$ cat src/hw/rtl/met_pkg.sv
// Shared constants, register codes, sequencer states and config bundle for the escape-time core.
package met_pkg;

  localparam int COORD_FRAC_BITS = 28;
  localparam int COORD_W         = 32;
  // signed operand width of the shared multiplier: covers a 33-bit view span
  // and a Q2.28 iterate
  localparam int MUL_W           = 33;
  localparam int SIZE_W          = 13;
  localparam int MOD_W           = 16;
  localparam int DIVISOR_W       = 16;
  localparam int REG_INDEX_W     = 3;

  localparam logic [COORD_W-1:0] VIEW_LO_RST = COORD_W'(-(64'sd2 <<< COORD_FRAC_BITS));
  localparam logic [COORD_W-1:0] VIEW_HI_RST = COORD_W'(64'sd2 <<< COORD_FRAC_BITS);
  localparam logic [SIZE_W-1:0]  WIDTH_RST   = 13'd640;
  localparam logic [SIZE_W-1:0]  HEIGHT_RST  = 13'd480;
  localparam int                 LIMIT_RST   = 1000;
  localparam logic [MOD_W-1:0]   MODULUS_RST = 16'd1000;

  typedef enum logic [REG_INDEX_W-1:0] {
    REG_VIEW_X_MIN      = 3'd0,
    REG_VIEW_X_MAX      = 3'd1,
    REG_VIEW_Y_MIN      = 3'd2,
    REG_VIEW_Y_MAX      = 3'd3,
    REG_IMAGE_WIDTH     = 3'd4,
    REG_IMAGE_HEIGHT    = 3'd5,
    REG_ITERATION_LIMIT = 3'd6,
    REG_PALETTE_MODULUS = 3'd7
  } met_reg_e;

  typedef enum logic [3:0] {
    ST_IDLE,
    ST_MAPX_MUL,
    ST_MAPX_DIV,
    ST_MAPX_WAIT,
    ST_MAPY_MUL,
    ST_MAPY_DIV,
    ST_MAPY_WAIT,
    ST_ITER_XX,
    ST_ITER_YY,
    ST_ITER_XY,
    ST_ITER_UPD,
    ST_MOD_WAIT,
    ST_FINISH
  } met_state_t;

  typedef struct packed {
    logic [COORD_W-1:0] view_x_min;
    logic [COORD_W-1:0] view_x_max;
    logic [COORD_W-1:0] view_y_min;
    logic [COORD_W-1:0] view_y_max;
    logic [SIZE_W-1:0]  image_width;
    logic [SIZE_W-1:0]  image_height;
    logic [MOD_W-1:0]   palette_modulus;
  } met_cfg_t;

endpackage

$ cat src/hw/rtl/met_if.sv
// Handshake channels of the escape-time core: pixel requests, results and config writes.
interface met_pixel_if #(parameter int INDEX_WIDTH = 12);
  logic                   valid;
  logic                   ready;
  logic [INDEX_WIDTH-1:0] pixel_column;
  logic [INDEX_WIDTH-1:0] pixel_row;
  modport source (output valid, pixel_column, pixel_row, input ready);
  modport sink (input valid, pixel_column, pixel_row, output ready);
endinterface

interface met_result_if #(parameter int INDEX_WIDTH = 12, parameter int COUNT_WIDTH = 16);
  logic                       valid;
  logic                       ready;
  logic [INDEX_WIDTH-1:0]     column_out;
  logic [INDEX_WIDTH-1:0]     row_out;
  logic [COUNT_WIDTH-1:0]     iteration_count;
  logic [met_pkg::MOD_W-1:0]  palette_index;
  modport source (output valid, column_out, row_out, iteration_count, palette_index,
                  input ready);
  modport sink (input valid, column_out, row_out, iteration_count, palette_index,
                output ready);
endinterface

interface met_cfg_if;
  logic                            valid;
  logic                            ready;
  logic [met_pkg::REG_INDEX_W-1:0] index;
  logic [met_pkg::COORD_W-1:0]     data;
  modport source (output valid, index, data, input ready);
  modport sink (input valid, index, data, output ready);
endinterface

$ cat src/hw/rtl/met_cfg_regs.sv
// Configuration register file: view window, image size, iteration limit, palette modulus.
module met_cfg_regs #(
  parameter int COUNT_WIDTH = 16
) (
  input  logic                   clk,
  input  logic                   rst,
  met_cfg_if.sink                cfg,
  output met_pkg::met_cfg_t      view,
  output logic [COUNT_WIDTH-1:0] iteration_limit
);

  assign cfg.ready = 1'b1;

  always_ff @(posedge clk) begin
    if (rst) begin
      view.view_x_min      <= met_pkg::VIEW_LO_RST;
      view.view_x_max      <= met_pkg::VIEW_HI_RST;
      view.view_y_min      <= met_pkg::VIEW_LO_RST;
      view.view_y_max      <= met_pkg::VIEW_HI_RST;
      view.image_width     <= met_pkg::WIDTH_RST;
      view.image_height    <= met_pkg::HEIGHT_RST;
      view.palette_modulus <= met_pkg::MODULUS_RST;
      iteration_limit      <= COUNT_WIDTH'(met_pkg::LIMIT_RST);
    end else if (cfg.valid) begin
      case (met_pkg::met_reg_e'(cfg.index))
        met_pkg::REG_VIEW_X_MIN:      view.view_x_min      <= cfg.data;
        met_pkg::REG_VIEW_X_MAX:      view.view_x_max      <= cfg.data;
        met_pkg::REG_VIEW_Y_MIN:      view.view_y_min      <= cfg.data;
        met_pkg::REG_VIEW_Y_MAX:      view.view_y_max      <= cfg.data;
        met_pkg::REG_IMAGE_WIDTH:     view.image_width     <= cfg.data[met_pkg::SIZE_W-1:0];
        met_pkg::REG_IMAGE_HEIGHT:    view.image_height    <= cfg.data[met_pkg::SIZE_W-1:0];
        met_pkg::REG_ITERATION_LIMIT: iteration_limit      <= COUNT_WIDTH'(cfg.data);
        met_pkg::REG_PALETTE_MODULUS: view.palette_modulus <= cfg.data[met_pkg::MOD_W-1:0];
        default: ;
      endcase
    end
  end

endmodule

$ cat src/hw/rtl/met_mul.sv
// Shared signed multiplier with a registered product.
module met_mul (
  input  logic                                clk,
  input  logic signed [met_pkg::MUL_W-1:0]    a,
  input  logic signed [met_pkg::MUL_W-1:0]    b,
  output logic signed [2*met_pkg::MUL_W-1:0]  p
);

  always_ff @(posedge clk) begin
    p <= a * b;
  end

endmodule

$ cat src/hw/rtl/met_div.sv
// Restoring unsigned divider, one quotient bit per cycle.
module met_div #(
  parameter int DIVIDEND_W = 44
) (
  input  logic                              clk,
  input  logic                              rst,
  input  logic                              start,
  input  logic [DIVIDEND_W-1:0]             dividend,
  input  logic [met_pkg::DIVISOR_W-1:0]     divisor,
  output logic                              busy,
  output logic [DIVIDEND_W-1:0]             quotient,
  output logic [met_pkg::DIVISOR_W-1:0]     remainder
);

  localparam int DW  = met_pkg::DIVISOR_W;
  localparam int CNW = $clog2(DIVIDEND_W + 1);

  logic [DW-1:0]         dsor;
  logic [CNW-1:0]        steps;
  logic [DW:0]           trial;
  logic                  fits;

  assign trial = {remainder, quotient[DIVIDEND_W-1]};
  assign fits  = trial >= {1'b0, dsor};

  always_ff @(posedge clk) begin
    if (rst) begin
      busy  <= 1'b0;
      steps <= '0;
    end else if (start) begin
      busy  <= 1'b1;
      steps <= CNW'(DIVIDEND_W);
    end else if (busy) begin
      steps <= steps - 1'b1;
      if (steps == CNW'(1)) begin
        busy <= 1'b0;
      end
    end
  end

  // quotient bits shift in from the right as dividend bits shift out
  always_ff @(posedge clk) begin
    if (start) begin
      quotient  <= dividend;
      remainder <= '0;
      dsor      <= divisor;
    end else if (busy) begin
      quotient  <= {quotient[DIVIDEND_W-2:0], fits};
      remainder <= fits ? DW'(trial - {1'b0, dsor}) : trial[DW-1:0];
    end
  end

endmodule

$ cat src/hw/rtl/mandelbrot_escape_time_core.sv
// Mandelbrot escape-time core: maps a pixel into the view window and counts iterations.
// One pixel request at a time: the core maps column and row through the shared multiplier
// and the bit-serial divider, then runs z = z*z + c with one shared multiplier in the
// states ITER_XX, ITER_YY, ITER_XY and ITER_UPD of each iteration, and forms the palette
// index through the divider again (the raw count when the modulus is zero). The result
// sits in an output register, so the next pixel request is taken while a result waits.
module mandelbrot_escape_time_core #(
  parameter int INDEX_WIDTH = 12,
  parameter int COUNT_WIDTH = 16
) (
  input  logic         clk,
  input  logic         rst,
  met_pixel_if.sink    pixel,
  met_result_if.source result,
  met_cfg_if.sink      cfg
);

  localparam int FRAC = met_pkg::COORD_FRAC_BITS;
  localparam int MW   = met_pkg::MUL_W;
  localparam int PW   = 2 * MW;
  localparam int CXW  = INDEX_WIDTH + 34;
  localparam int DVW  = INDEX_WIDTH + 32;
  localparam int SQW  = 2 * FRAC + 2;
  localparam int DSW  = met_pkg::DIVISOR_W;

  localparam logic signed [CXW-1:0] TWO_C =
    {{(CXW-FRAC-2){1'b0}}, 1'b1, {(FRAC+1){1'b0}}};
  localparam logic signed [CXW-1:0] NEG_TWO_C = -TWO_C;
  localparam logic [SQW:0] FOUR_C = {1'b1, {SQW{1'b0}}};

  met_pkg::met_cfg_t      view;
  logic [COUNT_WIDTH-1:0] limit;

  met_pkg::met_state_t state, state_next;

  logic [INDEX_WIDTH-1:0]  col, row;
  logic signed [CXW-1:0]   cx, cy, x, y;
  logic [SQW-1:0]          xx, yy;
  logic [COUNT_WIDTH-1:0]  count;
  logic                    neg;

  logic signed [MW-1:0]    mul_a, mul_b;
  logic signed [PW-1:0]    prod;
  logic [PW-1:0]           prod_mag;

  logic                    div_start, div_busy;
  logic [DVW-1:0]          div_dividend, div_quot;
  logic [DSW-1:0]          div_divisor, div_rem;

  logic                    load_out, res_valid;
  logic [INDEX_WIDTH-1:0]  col_q, row_q;
  logic [COUNT_WIDTH-1:0]  count_q;
  logic [met_pkg::MOD_W-1:0] palette_q;

  logic signed [MW-1:0]    diff_x, diff_y, x_op, y_op, col_op, row_op;
  logic [DSW-1:0]          div_x, div_y;
  logic                    out_of_range, escaped;
  logic [SQW:0]            mag_sum;
  logic [DVW-1:0]          mod_dividend;
  logic signed [CXW-1:0]   q_ext, q_signed, lo_x_ext, lo_y_ext;
  logic signed [2*FRAC+2:0] xy_full, xy_shift;
  logic signed [CXW-1:0]   x_new, y_new;

  met_cfg_regs #(.COUNT_WIDTH(COUNT_WIDTH)) u_cfg (
    .clk             (clk),
    .rst             (rst),
    .cfg             (cfg),
    .view            (view),
    .iteration_limit (limit)
  );

  met_mul u_mul (
    .clk (clk),
    .a   (mul_a),
    .b   (mul_b),
    .p   (prod)
  );

  met_div #(.DIVIDEND_W(DVW)) u_div (
    .clk       (clk),
    .rst       (rst),
    .start     (div_start),
    .dividend  (div_dividend),
    .divisor   (div_divisor),
    .busy      (div_busy),
    .quotient  (div_quot),
    .remainder (div_rem)
  );

  // view spans and step divisors
  assign diff_x = {view.view_x_max[31], view.view_x_max} - {view.view_x_min[31], view.view_x_min};
  assign diff_y = {view.view_y_max[31], view.view_y_max} - {view.view_y_min[31], view.view_y_min};
  assign div_x  = (view.image_width >= 13'd2) ? DSW'(view.image_width - 1'b1) : DSW'(1);
  assign div_y  = (view.image_height >= 13'd2) ? DSW'(view.image_height - 1'b1) : DSW'(1);
  assign col_op = {{(MW-INDEX_WIDTH){1'b0}}, col};
  assign row_op = {{(MW-INDEX_WIDTH){1'b0}}, row};
  assign x_op   = {{(MW-FRAC-2){x[FRAC+1]}}, x[FRAC+1:0]};
  assign y_op   = {{(MW-FRAC-2){y[FRAC+1]}}, y[FRAC+1:0]};

  assign prod_mag     = prod[PW-1] ? PW'(-prod) : prod;
  assign mod_dividend = DVW'(count);

  // truncating division: divide the magnitude, then restore the sign
  assign q_ext    = {{(CXW-DVW){1'b0}}, div_quot};
  assign q_signed = neg ? -q_ext : q_ext;
  assign lo_x_ext = {{(CXW-32){view.view_x_min[31]}}, view.view_x_min};
  assign lo_y_ext = {{(CXW-32){view.view_y_min[31]}}, view.view_y_min};

  assign out_of_range = (x >= TWO_C) || (x <= NEG_TWO_C) || (y >= TWO_C) || (y <= NEG_TWO_C);
  assign mag_sum      = {1'b0, xx} + {1'b0, prod[SQW-1:0]};
  assign escaped      = mag_sum >= FOUR_C;

  assign xy_full  = prod[2*FRAC+2:0];
  assign xy_shift = xy_full >>> (FRAC - 1);
  assign y_new    = {{(CXW-FRAC-4){xy_shift[FRAC+3]}}, xy_shift[FRAC+3:0]} + cy;
  assign x_new    = {{(CXW-FRAC-2){1'b0}}, xx[SQW-1:FRAC]}
                  - {{(CXW-FRAC-2){1'b0}}, yy[SQW-1:FRAC]} + cx;

  always_ff @(posedge clk) begin
    if (rst) begin
      state <= met_pkg::ST_IDLE;
    end else begin
      state <= state_next;
    end
  end

  always_comb begin
    state_next   = state;
    mul_a        = '0;
    mul_b        = '0;
    div_start    = 1'b0;
    div_dividend = '0;
    div_divisor  = '0;
    load_out     = 1'b0;
    case (state)
      met_pkg::ST_IDLE: begin
        if (pixel.valid) begin
          state_next = met_pkg::ST_MAPX_MUL;
        end
      end
      met_pkg::ST_MAPX_MUL: begin
        mul_a      = diff_x;
        mul_b      = col_op;
        state_next = met_pkg::ST_MAPX_DIV;
      end
      met_pkg::ST_MAPX_DIV: begin
        div_start    = 1'b1;
        div_dividend = prod_mag[DVW-1:0];
        div_divisor  = div_x;
        state_next   = met_pkg::ST_MAPX_WAIT;
      end
      met_pkg::ST_MAPX_WAIT: begin
        if (!div_busy) begin
          state_next = met_pkg::ST_MAPY_MUL;
        end
      end
      met_pkg::ST_MAPY_MUL: begin
        mul_a      = diff_y;
        mul_b      = row_op;
        state_next = met_pkg::ST_MAPY_DIV;
      end
      met_pkg::ST_MAPY_DIV: begin
        div_start    = 1'b1;
        div_dividend = prod_mag[DVW-1:0];
        div_divisor  = div_y;
        state_next   = met_pkg::ST_MAPY_WAIT;
      end
      met_pkg::ST_MAPY_WAIT: begin
        if (!div_busy) begin
          state_next = met_pkg::ST_ITER_XX;
        end
      end
      met_pkg::ST_ITER_XX: begin
        // stop at the limit or once a coordinate leaves (-2, 2)
        if ((count >= limit) || out_of_range) begin
          div_start    = 1'b1;
          div_dividend = mod_dividend;
          div_divisor  = view.palette_modulus;
          state_next   = met_pkg::ST_MOD_WAIT;
        end else begin
          mul_a      = x_op;
          mul_b      = x_op;
          state_next = met_pkg::ST_ITER_YY;
        end
      end
      met_pkg::ST_ITER_YY: begin
        mul_a      = y_op;
        mul_b      = y_op;
        state_next = met_pkg::ST_ITER_XY;
      end
      met_pkg::ST_ITER_XY: begin
        mul_a = x_op;
        mul_b = y_op;
        if (escaped) begin
          div_start    = 1'b1;
          div_dividend = mod_dividend;
          div_divisor  = view.palette_modulus;
          state_next   = met_pkg::ST_MOD_WAIT;
        end else begin
          state_next = met_pkg::ST_ITER_UPD;
        end
      end
      met_pkg::ST_ITER_UPD: begin
        state_next = met_pkg::ST_ITER_XX;
      end
      met_pkg::ST_MOD_WAIT: begin
        if (!div_busy) begin
          state_next = met_pkg::ST_FINISH;
        end
      end
      met_pkg::ST_FINISH: begin
        // hold until the output register is free
        if (!res_valid || result.ready) begin
          load_out   = 1'b1;
          state_next = met_pkg::ST_IDLE;
        end
      end
      default: begin
        state_next = met_pkg::ST_IDLE;
      end
    endcase
  end

  always_ff @(posedge clk) begin
    case (state)
      met_pkg::ST_IDLE: begin
        col <= pixel.pixel_column;
        row <= pixel.pixel_row;
      end
      met_pkg::ST_MAPX_DIV, met_pkg::ST_MAPY_DIV: begin
        neg <= prod[PW-1];
      end
      met_pkg::ST_MAPX_WAIT: begin
        cx <= lo_x_ext + q_signed;
      end
      met_pkg::ST_MAPY_WAIT: begin
        cy    <= lo_y_ext + q_signed;
        x     <= '0;
        y     <= '0;
        count <= '0;
      end
      met_pkg::ST_ITER_YY: begin
        xx <= prod[SQW-1:0];
      end
      met_pkg::ST_ITER_XY: begin
        yy <= prod[SQW-1:0];
      end
      met_pkg::ST_ITER_UPD: begin
        x     <= x_new;
        y     <= y_new;
        count <= count + 1'b1;
      end
      default: ;
    endcase
  end

  always_ff @(posedge clk) begin
    if (rst) begin
      res_valid <= 1'b0;
    end else if (load_out) begin
      res_valid <= 1'b1;
    end else if (result.ready) begin
      res_valid <= 1'b0;
    end
  end

  always_ff @(posedge clk) begin
    if (load_out) begin
      col_q     <= col;
      row_q     <= row;
      count_q   <= count;
      palette_q <= (view.palette_modulus == '0) ? met_pkg::MOD_W'(count) : div_rem;
    end
  end

  assign pixel.ready            = (state == met_pkg::ST_IDLE);
  assign result.valid           = res_valid;
  assign result.column_out      = col_q;
  assign result.row_out         = row_q;
  assign result.iteration_count = count_q;
  assign result.palette_index   = palette_q;

`ifndef SYNTH
  a_div_start_idle: assert property (@(posedge clk) disable iff (rst)
    div_start |-> !div_busy)
    else $error("divider restarted while busy");

  a_count_below_limit: assert property (@(posedge clk) disable iff (rst)
    (state == met_pkg::ST_ITER_YY || state == met_pkg::ST_ITER_XY ||
     state == met_pkg::ST_ITER_UPD) |-> (count < limit))
    else $error("iteration count ran past the limit");

  a_square_operands: assert property (@(posedge clk) disable iff (rst)
    (state == met_pkg::ST_ITER_YY) |-> !out_of_range)
    else $error("squares formed on an out-of-range iterate");
`endif

endmodule
$ cat src/flat_wrapper.sv
// flat-port wrapper written by rule: the top's interface ports become plain ports
module mandelbrot_escape_time_core_flat 
#(
  parameter int INDEX_WIDTH = 12,
  parameter int COUNT_WIDTH = 16
)
  (clk, rst, pixel_valid, pixel_pixel_column, pixel_pixel_row, pixel_ready, result_valid, result_column_out, result_row_out, result_iteration_count, result_palette_index, result_ready, cfg_valid, cfg_index, cfg_data, cfg_ready);
  met_pixel_if #(.INDEX_WIDTH(INDEX_WIDTH)) pixel_i ();
  met_result_if #(.INDEX_WIDTH(INDEX_WIDTH), .COUNT_WIDTH(COUNT_WIDTH)) result_i ();
  met_cfg_if cfg_i ();
  input  logic clk;
  input  logic rst;
  input wire logic [$bits(pixel_i.valid)-1:0] pixel_valid;
  input wire logic [$bits(pixel_i.pixel_column)-1:0] pixel_pixel_column;
  input wire logic [$bits(pixel_i.pixel_row)-1:0] pixel_pixel_row;
  output wire logic [$bits(pixel_i.ready)-1:0] pixel_ready;
  output wire logic [$bits(result_i.valid)-1:0] result_valid;
  output wire logic [$bits(result_i.column_out)-1:0] result_column_out;
  output wire logic [$bits(result_i.row_out)-1:0] result_row_out;
  output wire logic [$bits(result_i.iteration_count)-1:0] result_iteration_count;
  output wire logic [$bits(result_i.palette_index)-1:0] result_palette_index;
  input wire logic [$bits(result_i.ready)-1:0] result_ready;
  input wire logic [$bits(cfg_i.valid)-1:0] cfg_valid;
  input wire logic [$bits(cfg_i.index)-1:0] cfg_index;
  input wire logic [$bits(cfg_i.data)-1:0] cfg_data;
  output wire logic [$bits(cfg_i.ready)-1:0] cfg_ready;
  assign pixel_i.valid = pixel_valid;
  assign pixel_i.pixel_column = pixel_pixel_column;
  assign pixel_i.pixel_row = pixel_pixel_row;
  assign pixel_ready = pixel_i.ready;
  assign result_valid = result_i.valid;
  assign result_column_out = result_i.column_out;
  assign result_row_out = result_i.row_out;
  assign result_iteration_count = result_i.iteration_count;
  assign result_palette_index = result_i.palette_index;
  assign result_i.ready = result_ready;
  assign cfg_i.valid = cfg_valid;
  assign cfg_i.index = cfg_index;
  assign cfg_i.data = cfg_data;
  assign cfg_ready = cfg_i.ready;
  mandelbrot_escape_time_core #(.INDEX_WIDTH(INDEX_WIDTH), .COUNT_WIDTH(COUNT_WIDTH)) u_core (.clk(clk), .rst(rst), .pixel(pixel_i), .result(result_i), .cfg(cfg_i));
endmodule
$ cat config.mk
export PLATFORM = sky130hd
export DESIGN_NAME = mandelbrot_escape_time_core_flat
export DESIGN_NICKNAME = d
export VERILOG_FILES = /design/src/hw/rtl/met_pkg.sv /design/src/hw/rtl/met_if.sv /design/src/hw/rtl/met_cfg_regs.sv /design/src/hw/rtl/met_mul.sv /design/src/hw/rtl/met_div.sv /design/src/hw/rtl/mandelbrot_escape_time_core.sv /design/src/flat_wrapper.sv
export SDC_FILE = /design/constraint.sdc
export NUM_CORES = 2
export LEC_CHECK = 0
export BUFFER_PORTS_ARGS = -buffer_cell sky130_fd_sc_hd__clkbuf_2
export CORE_UTILIZATION = 70
export CTS_CLUSTER_DIAMETER = 80
export DETAILED_ROUTE_END_ITERATION = 10
export PLACE_DENSITY = 0.87
export REMOVE_ABC_BUFFERS = 1
export SLEW_MARGIN = 20
export SYNTH_ARGS = -nofsm -noshare
export SYNTH_HDL_FRONTEND = slang
export SYNTH_SLANG_ARGS = --single-unit
$ cat constraint.sdc
create_clock -name clk -period 29 [get_ports clk]
set_clock_uncertainty 0.2 [all_clocks]
set_input_delay 2.9 -clock clk [delete_from_list [all_inputs] [get_ports clk]]
set_output_delay 2.9 -clock clk [all_outputs]
set_load 0.005 [all_outputs]
# ---- Word-level counts from Yosys, hierarchy flattened
# Cells that the tools add are included.
# W data, S select, Z words.
dict set report word_totals {
  ff_bits 737
  wordCells 145
}
dict set report op_classes {
  n_addsub 15
  mul 1
  magnitude_cmp 9
  n_eq_ne 25
  mux 40
  n_reduce_logical 24
}
# cell n
set ops {}
lappend ops {{$pmux W46 S2} 2}
lappend ops {{$pmux W33 S5} 1}
lappend ops {{$mux W44} 3}
lappend ops {{$pmux W33 S4} 1}
lappend ops {{$pmux W44 S3} 1}
lappend ops {{$mux W16} 8}
lappend ops {{$add A32 B46 Y46} 2}
lappend ops {{$add A46 B46 Y46} 2}
lappend ops {{$ge A46 B31 Y1 const B} 2}
lappend ops {{$le A46 B30 Y1 const B} 2}
lappend ops {{$mul A33 B33 Y66} 1}
lappend ops {{$sub A32 B32 Y33} 2}
lappend ops {{$pmux W16 S4} 1}
lappend ops {{$add A58 B58 Y59} 1}
lappend ops {{$ge A59 B59 Y1 const B} 1}
lappend ops {{$pmux W4 S13} 1}
lappend ops {{$mux W46} 1}
lappend ops {{$neg A44 Y46} 1}
lappend ops {{$neg A44 Y44} 1}
lappend ops {{$mux W33} 1}
lappend ops {{$pmux W16 S2} 1}
lappend ops {{$sub A30 B30 Y31} 1}
lappend ops {{$sub A13 B1 Y14 const B} 2}
lappend ops {{$ge A13 B2 Y1 const B} 2}
lappend ops {{29 further kinds} 73}

# ---- Depth between registers and ports, before layout
dict set report depth {
  word_depth 8
  depth_mapped 42
  depth_no_buf 40
}

# ---- Cells and area by module
# A second synthesis with hierarchy kept.
dict set report unflattened {
  hier_cells 8694
  hier_area_um2 83593.9
}
# mod n_inst cells_per_inst area_per_inst_um2 seq_area_each_um2
set modules_own_cells {}
lappend modules_own_cells {met_mul 1 4283 40246.1 1321.3}
lappend modules_own_cells {mandelbrot_escape_time_core 1 3374 31741.7 11180.7}
lappend modules_own_cells {met_cfg_regs 1 667 7302.0 3723.6}
lappend modules_own_cells {met_div 1 370 4304.1 2262.2}

# ---- Least setup slack after synthesis
# OpenSTA, ideal clock, no wires.
dict set report synth_path {
  kind {register to register}
  startpoint {reg u_core.state[1]}
  endpoint {reg u_core.u_mul.p[58] (netlist bit)}
  setup_ns 0.072
  arrival_ns 11.067
  slack_ns 17.660
  path_stages_with_launch 35
  n_path_buf 6
  period_less_slack_ns 11.340
  cell_sequence {dfxtp_1 -> clkbuf_1 -> inv_2 -> and3_1 -> clkbuf_1 -> nor2b_1 -> clkbuf_1 -> clkbuf_1 -> a222oi_1 -> o21ai_1 -> buf_2 -> nand2_1 -> fa_1 -> fa_1 -> inv_1 -> fa_1 -> inv_1 -> fa_1 -> fa_1 -> inv_1 -> fa_1 -> fa_1 -> fa_1 -> ha_1 -> clkbuf_1 -> o21ai_0 -> o21bai_1 -> a211oi_1 -> o31ai_1 -> a22oi_1 -> a31oi_1 -> a221oi_1 -> o21ai_1 -> a311oi_1 -> xnor2_1}
}
dict set report synth_via {
  elab_chain_len 4
  word_cells_on_any_way 9
  classes_between {1 x mul; 5 x eq/ne; 2 x mux; 1 x reduce/logical}
}
# element line_no
set synth_rtl {}
lappend synth_rtl {{start, declared} mandelbrot_escape_time_core.sv:34} ;# met_pkg::met_state_t state, state_next;
lappend synth_rtl {{start signal, assigned} mandelbrot_escape_time_core.sv:121} ;# state <= met_pkg::ST_IDLE;
lappend synth_rtl {{start signal, assigned} mandelbrot_escape_time_core.sv:123} ;# state <= state_next;
lappend synth_rtl {{$eq A4 B4 Y1} mandelbrot_escape_time_core.sv:135} ;# case (state)
lappend synth_rtl {{$reduce_or A2 Y1 (no line)} --}
lappend synth_rtl {{$pmux W33 S4} mandelbrot_escape_time_core.sv:135}
lappend synth_rtl {{$mul A33 B33 Y66 *} met_mul.sv:10} ;# p <= a * b;
lappend synth_rtl {{end signal, assigned} met_mul.sv:10}
lappend synth_rtl {{end, declared} met_mul.sv:6} ;# output logic signed [2*met_pkg::MUL_W-1:0] p
# Every way passes the cells marked *; elsewhere a longest branch is shown, timed or not.
# A chain may end at the register's enable or synchronous reset.

# ---- Final worst setup path
dict set report layout_path {
  startpoint {reg u_core.count[13]}
  endpoint {reg u_core.u_mul.p[58] (netlist bit)}
}
dict set report layout_via {
  elab_chain_len 5
  word_cells_on_any_way 6
  classes_between {1 x mul; 1 x order compare; 3 x mux; 1 x reduce/logical}
}
# element line_no
set layout_rtl {}
lappend layout_rtl {{start, declared} mandelbrot_escape_time_core.sv:39} ;# logic [COUNT_WIDTH-1:0] count;
lappend layout_rtl {{start signal, assigned} mandelbrot_escape_time_core.sv:251} ;# count <= count + 1'b1;
lappend layout_rtl {{$ge A16 B16 Y1 *} mandelbrot_escape_time_core.sv:175} ;# if ((count >= limit) || out_of_range) begin
lappend layout_rtl {{$logic_or A1 B1 Y1 *} mandelbrot_escape_time_core.sv:175}
lappend layout_rtl {{$mux W33 *} mandelbrot_escape_time_core.sv:175}
lappend layout_rtl {{$pmux W33 S5 / $pmux W33 S4 (equally long branches)} mandelbrot_escape_time_core.sv:135}
lappend layout_rtl {{$mul A33 B33 Y66 *} met_mul.sv:10}
# Marks and branches as above.

==> impl_metrics.json <==
{
  "status": "complete, no violations",
  "cts_tree": "done",
  "synth_warnings": 0,
  "synth_top_family_by_area": "adder cells",
  "dp_hpwl_mm": 212.2,
  "setup_tns_ns": 0,
  "overflow": 0,
  "p_sw_frac": 0.4085,
  "min_period_ns": 13.64,
  "synth_area_per_cell_um2": 9.212,
  "synth.area.top_cells": "fa_1 28%, edfxtp_1 16%, ha_1 9.1%",
  "post_cts_buffers": 0,
  "max-slew-margin-rel": 0.1187,
  "critPathRequiredTime_ns": 29.38,
  "antenna_left": 0,
  "drc": 0,
  "num_io_pins": 123,
  "synth_top_area_cell": "fa_1",
  "die_x_um": 341.7,
  "cap_violations": 0,
  "power_frac_comb": 0.384,
  "port_buffers": 121,
  "yosys-top-cells-count": "1,327 x inv_1, 1,307 x nand2_1, 1,149 x fa_1, 650 x nor2_1, 590 x ha_1",
  "synth_most_common_cell": "inv_1",
  "netlist.area_leader.share": 0.2848,
  "switching_power_mw": 1.609,
  "power_density_nw_per_um2": 45.76,
  "antenna_found_initial": 15,
  "drt_iter0_drc": 8554,
  "crit_path_max_fanout": 45,
  "netlist_area_um2": 80760,
  "core_um2": 114300,
  "power.total_mw": 3.939,
  "h-tree-depth": 3,
  "arrival_ns": 14.02,
  "crit_top_cell": "fa_1",
  "ir_drop_uv": 55.43,
  "sequentialPowerShare": 0.329,
  "fin_ws_ns": 15.36,
  "tightest_slew_ns": 1.318,
  "ys_seq_area_frac": 0.2274,
  "crit_family": "compound AO/OA/AOI/OAI gates",
  "grt_pass1_vias": 69500,
  "cts_hold_buf": 0,
  "slowest_delay_ns": 0.99,
  "p_int_mw": 2.330,
  "clkLatencyLatePin_ns": 0.73,
  "synth_mux_area_frac": 0.003579,
  "post_cts_resize_count": 0,
  "clk_pin_slew_ns": 0.06,
  "grt_max_degree": 102,
  "p_leak_nw": 39.82,
  "floorplan.die_area_um2": 116700,
  "synthCells": 8767,
  "viasPerCell": 6.597,
  "fin_crit_sh": 0.4702,
  "num_vias": 68110,
  "synth.distinct_cells": 100,
  "min_path_type": "flop to flop",
  "ys_ff_latch": 703,
  "start_util": 0.7063,
  "fmax_ghz": 0.07333,
  "critPathKind": "flop to flop",
  "slew_violations": 0,
  "place_congestion": 1.082,
  "crit_buf_inv": 6,
  "grt_usage": 0.4738,
  "ctsLongestPathBuffers": 3,
  "synth_async_sr_flop_share": 0,
  "cts_inserted_buffers": 84,
  "setup_viol": 0,
  "place_ws_ns": 15.83,
  "cts_sinks": 703,
  "synth_xor_area_frac": 0.04392,
  "rsz0062_at_grt": "false",
  "grt_first_pass_wirelength_mm": 411.7,
  "cp-start-kind": "flop",
  "drive_above_1_share": 0.05600,
  "synth_compound_area_frac": 0.1240,
  "syn2layout_area_growth_pct": 6.581,
  "endpoint_kind": "flop",
  "hold_violations": 0,
  "pwr-share-clk": 0.287,
  "cts-root-buf": "clkbuf_16",
  "synth-simple-area-share": 0.1455,
  "nNetsFinal": 10540,
  "drt-total-wl_mm": 273.8,
  "synthAdderAreaFrac": 0.3762,
  "dr.pass1.iters": 8,
  "num_rows": 124,
  "die_h_um": 341.7,
  "worst_path_max_delay_cell": "a221oi_1",
  "wl_per_cell_um": 26.52,
  "ys.flop_type": "edfxtp_1",
  "synth_edf_count": 429
}
-- power by group through the flow --
stage	Combinational, mW	Sequential [mW]	Clock (mW)
after floorplan	0.956	1.25	0
after global placement	1.39	1.30	0
after detailed placement	1.44	1.30	0
after CTS	1.45	1.29	1.13
after global routing	1.61	1.30	1.17
final	1.51	1.30	1.13
-- per-layer routing --
| layer | global-route usage | up-vias | routed length, µm |
|---|---|---|---|
| met4 | 0.3107 | 22 | 22580 |
| met3 | 0.1585 | 1386 | 41190 |
| met5 | 0 | - | 163 |
| li1 | - | 28660 | - |
| met1 | 0.5941 | 32920 | 92900 |
| met2 | 0.7019 | 5119 | 116900 |
-- final cells by class --
| type | count | area (µm²) |
|---|---|---|
| multi-input cells | 6367 | 56280 |
| fillers | 7935 | 28270 |
| flip-flops and latches | 703 | 18370 |
| inverters | 1329 | 4989 |
| clock buffers | 112 | 2415 |
| well taps | 1512 | 1892 |
| repair buffers | 248 | 1565 |
| clock inverters | 45 | 548.0 |
| diodes | 8 | 20.02 |
-- registers in the layout, indices dropped and copies added, names as in the netlist, 30 cells and up --
register and count:
u_core.u_cfg.view 170, u_core.u_mul.p 60, u_core.xx 58, u_core.cx 46, u_core.cy 46, u_core.x 46, u_core.y 46, u_core.u_div.quotient 44
u_core.yy 30
-- cell families (layout without fill, tap and decap cells) --
| logic type | count (synthesis) | in the layout |
|---|---|---|
| adder cells (fa/ha/maj) | 1739 | 1739 |
| multiplexers | 27 | 27 |
| AO/OA/AOI/OAI | 1531 | 1531 |
| AND/OR/NAND/NOR | 2664 | 2664 |
| other | 1 | 9 |
| flip-flops | 703 | 703 |
| XOR/XNOR | 405 | 405 |
| buffers and inverters | 1697 | 1734 |
-- path summary, 6_finish.rpt --
| kind | startpoint | end | slack (ns) | depth (start not counted) |
|---|---|---|---|---|
| min reg2reg | u_core.col[4]$_DFFE_PP_ | u_core.result.column_out[4]$_DFFE_PP_ | 0.25 | 0 |
| max | u_core.count[13]$_SDFFCE_PN0P_ | u_core.u_mul.p[58]$_DFF_P_ | 15.36 | 36 |
| min | u_core.col[4]$_DFFE_PP_ | u_core.result.column_out[4]$_DFFE_PP_ | 0.25 | 0 |
| max reg2reg | u_core.count[13]$_SDFFCE_PN0P_ | u_core.u_mul.p[58]$_DFF_P_ | 15.36 | 36 |
-- through the flow --
stage | hold slack, ns | area, µm² | util | instances
finish | 0.2533 | 86080 | 0.7528 | 10320
global route | 0.2631 | 86060 | 0.7526 | 10320
global placement | 0.2336 | 83050 | 0.7263 | 10160
detailed placement | 0.2377 | 83070 | 0.7265 | 10160
floorplan | 0.2262 | 79340 | - | 8399
CTS | 0.2508 | 86040 | 0.7524 | 10320
-- cell usage in the layout (no fill, tap or decap), types with 105 or more instances in the layout --
cell      Yosys  final
a21o_1      202    202
a21oi_1     495    493
buf_4         1    127
clkbuf_2     13    120
dfxtp_1     274    274
edfxtp_1    429    429
fa_1       1149   1149
ha_1        590    590
inv_1      1327   1327
nand2_1    1307   1304
nor2_1      650    642
nor3_1      111    105
o21ai_0     208    208
xnor2_1     255    255
xor2_1      150    150
Note: power is estimated with default switching activity, not from simulation.
